===== src/design/srt_pkg.sv =====
// Shared types, constants and helpers for the score rank transplant block.
// Used by srt_ctrl, srt_dp and score_rank_transplant; depends on nothing.
package srt_pkg;

  localparam int MAX_LEN = 64;
  localparam int IDX_W   = $clog2(MAX_LEN);
  localparam int LEN_W   = IDX_W + 1;
  localparam int VAL_W   = 32;
  localparam int MODE_W  = 3;
  localparam int TIE_W   = 7;
  localparam int CFG_W   = 7;

  localparam logic [MODE_W-1:0] MODE_OFF  = 3'd0;
  localparam logic [MODE_W-1:0] MODE_BASE = 3'd1;
  localparam logic [MODE_W-1:0] MODE_ALT  = 3'd2;
  localparam logic [MODE_W-1:0] MODE_BRK  = 3'd3;
  localparam logic [MODE_W-1:0] MODE_ARK  = 3'd4;
  localparam logic [MODE_W-1:0] MODE_TOPK = 3'd5;

  localparam logic [1:0] ST_OK     = 2'd0;
  localparam logic [1:0] ST_NONFIN = 2'd1;
  localparam logic [1:0] ST_BADK   = 2'd2;
  localparam logic [1:0] ST_LONG   = 2'd3;

  localparam logic REG_MODE = 1'b0;
  localparam logic REG_TOPK = 1'b1;

  typedef enum logic [4:0] {
    OP_IDLE, OP_LOAD, OP_START, OP_ERR, OP_OFF,
    OP_RK_RDI, OP_RK_CAPI, OP_RK_J, OP_RK_W, OP_RK_WR,
    OP_RM_RDO, OP_RM_RDR, OP_RM_WR,
    OP_O_RDR, OP_O_RDORD, OP_O_RDV, OP_O_EMIT
  } op_t;

  typedef struct packed {
    op_t  op;
    logic fire;
    logic idx_clr;
  } cmd_t;

  typedef struct packed {
    logic row_err;
    logic row_nf;
    logic mode_off;
    logic mode_pass;
    logic mode_topk;
    logic k_zero;
    logic i_last;
    logic j_last;
    logic out_free;
  } sts_t;

  // Maps a finite float32 to an unsigned key with the same order; both zeros map alike.
  function automatic logic [VAL_W-1:0] sort_key(input logic [VAL_W-1:0] bits);
    logic [VAL_W-1:0] k;
    if (bits[VAL_W-2:0] == '0) begin
      k = {1'b1, {(VAL_W-1){1'b0}}};
    end else if (bits[VAL_W-1]) begin
      k = ~bits;
    end else begin
      k = bits | {1'b1, {(VAL_W-1){1'b0}}};
    end
    return k;
  endfunction

  function automatic logic finite_bits(input logic [VAL_W-1:0] bits);
    return bits[30:23] != 8'hFF;
  endfunction

endpackage


===== src/design/srt_ctrl.sv =====
// Controller state machine of the score rank transplant block.
// Depends on srt_pkg; drives srt_dp through cmd_t and reads sts_t.
module srt_ctrl (
  input  logic          clk,
  input  logic          rst_n,
  input  logic          in_valid,
  input  logic          in_last_item,
  input  srt_pkg::sts_t sts,
  output logic          in_ready,
  output srt_pkg::cmd_t cmd
);

  typedef enum logic [4:0] {
    S_LOAD, S_START, S_ERR, S_OFF,
    S_RK_RDI, S_RK_CAPI, S_RK_J, S_RK_W, S_RK_WR,
    S_RM_RDO, S_RM_RDR, S_RM_WR,
    S_O_RDR, S_O_RDORD, S_O_RDV, S_O_EMIT
  } state_t;

  state_t state_r, state_nxt;

  always_comb begin
    state_nxt   = state_r;
    cmd.op      = srt_pkg::OP_IDLE;
    cmd.fire    = 1'b0;
    cmd.idx_clr = 1'b0;
    case (state_r)
      S_LOAD: begin
        cmd.op   = srt_pkg::OP_LOAD;
        cmd.fire = in_valid;
        if (in_valid && in_last_item) state_nxt = S_START;
      end
      S_START: begin
        cmd.op      = srt_pkg::OP_START;
        cmd.idx_clr = 1'b1;
        if (sts.row_err) state_nxt = S_ERR;
        else if (sts.mode_off) state_nxt = S_OFF;
        else if (sts.row_nf) state_nxt = S_ERR;
        else if (sts.mode_topk && sts.k_zero) state_nxt = S_ERR;
        else if (sts.mode_pass) state_nxt = S_O_RDR;
        else state_nxt = S_RK_RDI;
      end
      S_ERR: begin
        cmd.op   = srt_pkg::OP_ERR;
        cmd.fire = sts.out_free;
        if (sts.out_free) state_nxt = S_LOAD;
      end
      S_OFF: begin
        cmd.op   = srt_pkg::OP_OFF;
        cmd.fire = sts.out_free;
        if (sts.out_free && sts.i_last) begin
          cmd.idx_clr = 1'b1;
          state_nxt   = S_LOAD;
        end
      end
      S_RK_RDI: begin
        cmd.op    = srt_pkg::OP_RK_RDI;
        state_nxt = S_RK_CAPI;
      end
      S_RK_CAPI: begin
        cmd.op    = srt_pkg::OP_RK_CAPI;
        state_nxt = S_RK_J;
      end
      S_RK_J: begin
        cmd.op = srt_pkg::OP_RK_J;
        if (sts.j_last) state_nxt = S_RK_W;
      end
      S_RK_W: begin
        cmd.op    = srt_pkg::OP_RK_W;
        state_nxt = S_RK_WR;
      end
      S_RK_WR: begin
        cmd.op = srt_pkg::OP_RK_WR;
        if (sts.i_last) begin
          cmd.idx_clr = 1'b1;
          state_nxt   = sts.mode_topk ? S_RM_RDO : S_O_RDR;
        end else begin
          state_nxt = S_RK_RDI;
        end
      end
      S_RM_RDO: begin
        cmd.op    = srt_pkg::OP_RM_RDO;
        state_nxt = S_RM_RDR;
      end
      S_RM_RDR: begin
        cmd.op    = srt_pkg::OP_RM_RDR;
        state_nxt = S_RM_WR;
      end
      S_RM_WR: begin
        cmd.op = srt_pkg::OP_RM_WR;
        if (sts.i_last) begin
          cmd.idx_clr = 1'b1;
          state_nxt   = S_O_RDR;
        end else begin
          state_nxt = S_RM_RDO;
        end
      end
      S_O_RDR: begin
        cmd.op    = srt_pkg::OP_O_RDR;
        state_nxt = S_O_RDORD;
      end
      S_O_RDORD: begin
        cmd.op    = srt_pkg::OP_O_RDORD;
        state_nxt = S_O_RDV;
      end
      S_O_RDV: begin
        cmd.op    = srt_pkg::OP_O_RDV;
        state_nxt = S_O_EMIT;
      end
      S_O_EMIT: begin
        cmd.op   = srt_pkg::OP_O_EMIT;
        cmd.fire = sts.out_free;
        if (sts.out_free) begin
          if (sts.i_last) begin
            cmd.idx_clr = 1'b1;
            state_nxt   = S_LOAD;
          end else begin
            state_nxt = S_O_RDR;
          end
        end
      end
      default: state_nxt = S_LOAD;
    endcase
  end

  assign in_ready = (state_r == S_LOAD);

  always_ff @(posedge clk) begin
    if (!rst_n) begin
      state_r <= S_LOAD;
    end else begin
      state_r <= state_nxt;
    end
  end

endmodule


===== config.mk =====
export PLATFORM = sky130hd
export DESIGN_NAME = srt_ctrl
export DESIGN_NICKNAME = d
export VERILOG_FILES = /design/src/design/srt_pkg.sv /design/src/design/srt_ctrl.sv
export SDC_FILE = /design/constraint.sdc
export NUM_CORES = 1
export LEC_CHECK = 0
export ABC_CLOCK_PERIOD_IN_PS = 1700
export BUFFER_PORTS_ARGS = -buffer_cell sky130_fd_sc_hd__buf_2
export CORE_AREA = 2 2 39 41
export CTS_BUF_LIST = sky130_fd_sc_hd__clkbuf_16
export DETAILED_ROUTE_END_ITERATION = 7
export DIE_AREA = 0 0 41 43
export PLACE_DENSITY_LB_ADDON = 0.25
export SETUP_SLACK_MARGIN = 0.02
export SLEW_MARGIN = 20
export SYNTH_ARGS = -nofsm -noshare
export SYNTH_HDL_FRONTEND = slang
export SYNTH_SLANG_ARGS = --single-unit

===== constraint.sdc =====
create_clock -name clk -period 1.7 [get_ports clk]
set_clock_uncertainty 0.1 [all_clocks]
set_input_delay 0.085 -clock clk [delete_from_list [all_inputs] [get_ports clk]]
set_output_delay 0.085 -clock clk [all_outputs]
set_load 0.005 [all_outputs]

==> impl.org <==
** Power and ir drop
- IR analysis of the VDD net gives a maximum drop of 0.000865 V.
- For this design the ratio of total power to cell area is 1580 nW/µm².
- For this design the static power due to leakage is 0.000387 µW.
- The design draws 1320 µW.

** Hold path
- Endpoint with the worst hold slack :: state_r[2]
- The startpoint identified for the worst hold timing path is rst_n.
- In this run the worst hold path is classified as in2reg.
- Worst hold path stage count :: 2

** Layout
- Fraction of final layout cells sized beyond drive strength 1 :: 48.0%
- After the last flow step, the layout net total stands at 113.
- Summing all flip-flop and latch instances after layout gives 85.1 µm².
- Leading registers by flop count :: state_r x4
- The register with the most flip-flops in the layout has 4 of them.
- Relative to the synthesized area, the layout overhead comes to 57.4%.
- The multi-input combinational cells in the finished layout cover a total of 440 µm².
- Filler cell count :: 127
- The register with the most flip-flops in the final layout is state_r.
- 0 antenna diodes ended up in the layout.

** Synth
- Yosys attributes the largest share of cell area to dfxtp_1, a22o_1, a221oi_1.
- Top cell type's share of synthesized area :: 15.1%
- In the synthesized netlist the dominant register cell turns out to be dfxtp_1.
- Summing the sequential cell areas from Yosys gives 15.1% of the chip area.
- Synthesis produced a netlist with a net count of 84.
- Summing every instance area after synthesis gives 529 µm².
- Count of mapped cells out of synthesis :: 71
- Largest area contributor in the netlist :: dfxtp_1
- For this run, the number of Yosys warnings is 0.
- After synthesis, the netlist uses 36 different library cells.
- Counting flops with an async set or reset pin after synthesis yields a share of 0%.
- Syn Area/Cell :: roughly 7.5 µm²
- Synthesis inferred 4 register bits.
- Counting flops with a built-in enable in the synthesized netlist gives 0.

** Route
- After detailed routing, the average wire length per cell comes to 14.7 µm.
- Total vias in the final route :: 667
- Post-route DRC :: 0
- The first TritonRoute pass finished after 4 iterations.
- Number of nets with antenna violations after routing :: 0
- Iter 0 DRT Violations :: 13
- For this block, the routed nets add up to 1.68 mm of wire.
- Via density per instance :: 5.85

** Worst setup path
- Kind of critical path :: reg2reg
- At the worst endpoint, the required time is 1.68 ns.
- Startpoint type of the worst setup path :: flip-flop
- For the worst flop-to-flop path, the logic depth is 5.
- The setup check on the worst reg-to-reg path leaves a slack of about 0.055 ns.
- Arrival time worst endpoint :: 1.63 ns
- The worst register-to-register path begins at state_r[1].
- In this run the critical register-to-register path is captured at state_r[0].
- Kind of end point of the critical path :: flip-flop
- Along the worst path, the maximum fanout reaches 10.

** STA
- The number of max-slew violations in the final report came to 0.
- Across all hold checks on the routed design, the worst slack comes to 0.0277 ns.
- Post-route setup slack :: 0.0551 ns
- The count of final hold-check violations was 0.
- # setup viols final :: 0
- For this run, the top clock speed supported by timing is about 610 MHz.
- Clock period minus final worst setup slack :: around 1.6 ns
- For the pin with the worst max-slew slack, the measured transition is 0.342 ns.
- Of the available clock period, the critical path in the final layout requires 96.8%.
- Measured against its own limit, the worst slew margin works out to 77.2%.

** Floorplan
- During I/O placement, the number of pins put on the boundary was 21.
- Chip Width :: 41 µm
- Row generation in the floorplan step produced 14 rows.
- Area of the core :: 1380 µm²
- The die covers 1760 µm².
- The initial utilization of the core area, before any placement, comes to 38.2%.
- Die outline height :: approximately 43 µm

** GRT
- Gr ovfl total :: 0
- Initial antenna violation count :: 0
- Global Route Usage Sum :: 19.9%
- The first global-routing pass estimated between 2 and 2.5 mm of wire.
- The number of global-route vias before repair is 565.
- Entering global routing, the biggest net connects 13 pins.

** Clock network
- CTS built an H-tree with a depth of 1.
- CTS saw 4 sinks.
- TritonCTS clock tree :: built
- Longest Clk Path Bufs :: 2
- Clock-pin slew was measured on the worst setup and hold paths at 0.03 ns.
- CTS Root Cell :: clkbuf_16
- Post-CTS Hold Buffers :: 0
- Clock latency on the worst-skew pair :: 0.22 ns
- Clock buffers created by TritonCTS :: 3

** Place
- Pre-CTS WS :: -0.0499 ns
- After legalization and detailed placement, the total HPWL measured roughly 1.2 mm.
- Routability-driven placement congestion ratio :: 0.790
- During placement, the flow inserted port buffers numbering 20.

** Status
- The flow ran to the end, and the final reports show no timing, DRC or antenna violations.

** Flow run
- Max-cap violations in this run came to 0.
## metal layers
layer  GRT usage (%)  wire length [µm]  up-vias
li1                -                 -      331
met1            25.2               730      312
met2            31.9               875       24
met3            4.71                73        0
met4            6.00                 0        0
met5               0                 0        -
## cell type report
cell class	instances	area share, %
clock buffer	3	9.01
inverter	5	2.25
multi-input combinational	54	52.9
sequential	4	10.2
tap	16	2.40
timing repair buffer	32	23.3
## cells in the mapped netlist, types with 3 or more instances
library cell,count
dfxtp_1,4
a221oi_1,3
a22o_1,4
nand3_1,3
a21oi_1,4
nand2_1,3
buf_2,3
inv_1,5
nor2_1,5
clkbuf_1,3
## placed cells by master, fill, tap and decap left out, drive strengths merged, types with 2 or more instances in the layout
master / count
a2111oi: 3
a21oi: 4
a221oi: 3
a22o: 4
a31oi: 2
buf: 32
clkbuf: 3
dfxtp: 4
inv: 5
mux2i: 2
nand2: 3
nand3: 3
nor2: 5
nor2b: 2
nor3: 2
o31ai: 2
xor2: 2
## report_power, final
| part | internal [µW] | total, µW | leakage, µW | switching (µW) |
|---|---|---|---|---|
| clock network | 300 | 360 | 0.0000370 | 60.3 |
| registers | 129 | 196 | 0.0000344 | 67.0 |
| logic | 392 | 762 | 0.000315 | 370 |
## stage by stage
stage	util, %	cells	cell area, µm²	TNS, ns
floorplan	-	71	529	0
global placement	49.9	111	691	0
detailed placement	49.9	111	691	-0.0499
CTS	55.6	114	769	0
global route	60.2	114	833	-0.0391
finish	60.2	114	833	0
## critical path, cell delays in order (launching register included)
cell and delay (ns):
dfxtp_2 0.37, buf_4 0.16, a21oi_1 0.23, a21oi_1 0.16, a2111oi_4 0.41, a2111oi_4 0.08
## how the worst max path moves through the flow
| stage | cells past startpoint | endpoint | from | slack (ns) |
|---|---|---|---|---|
| final | 5 | state_r[0] | state_r[1] | 0.06 |
| after global routing | 5 | state_r[0] | state_r[1] | -0.04 |
| after CTS | 4 | state_r[0] | state_r[1] | 0.04 |
| after detailed placement | 4 | state_r[0] | state_r[1] | -0.05 |
| after global placement | 4 | state_r[0] | state_r[1] | 0.02 |
| after floorplan | 6 | state_r[0] | state_r[2] | 0.03 |
## logic make-up after synthesis
logic type             Yosys count  synth area share (%)
buffers and inverters           13                  12.8
AO/OA/AOI/OAI                   27                  40.4
flip-flops                       4                  15.1
XOR/XNOR                         3                  4.97
AND/OR/NAND/NOR                 22                  22.9
multiplexers                     2                  3.78
## timing repair
item,4_1_cts,5_1_grt
gates resized for setup,3,12
hold endpoints to repair,0,0
endpoints found under the setup margin,2,2
pin swaps,0,2
buffers inserted,0,0
gates cloned,0,0
Note: power is estimated with default switching activity, not from simulation.
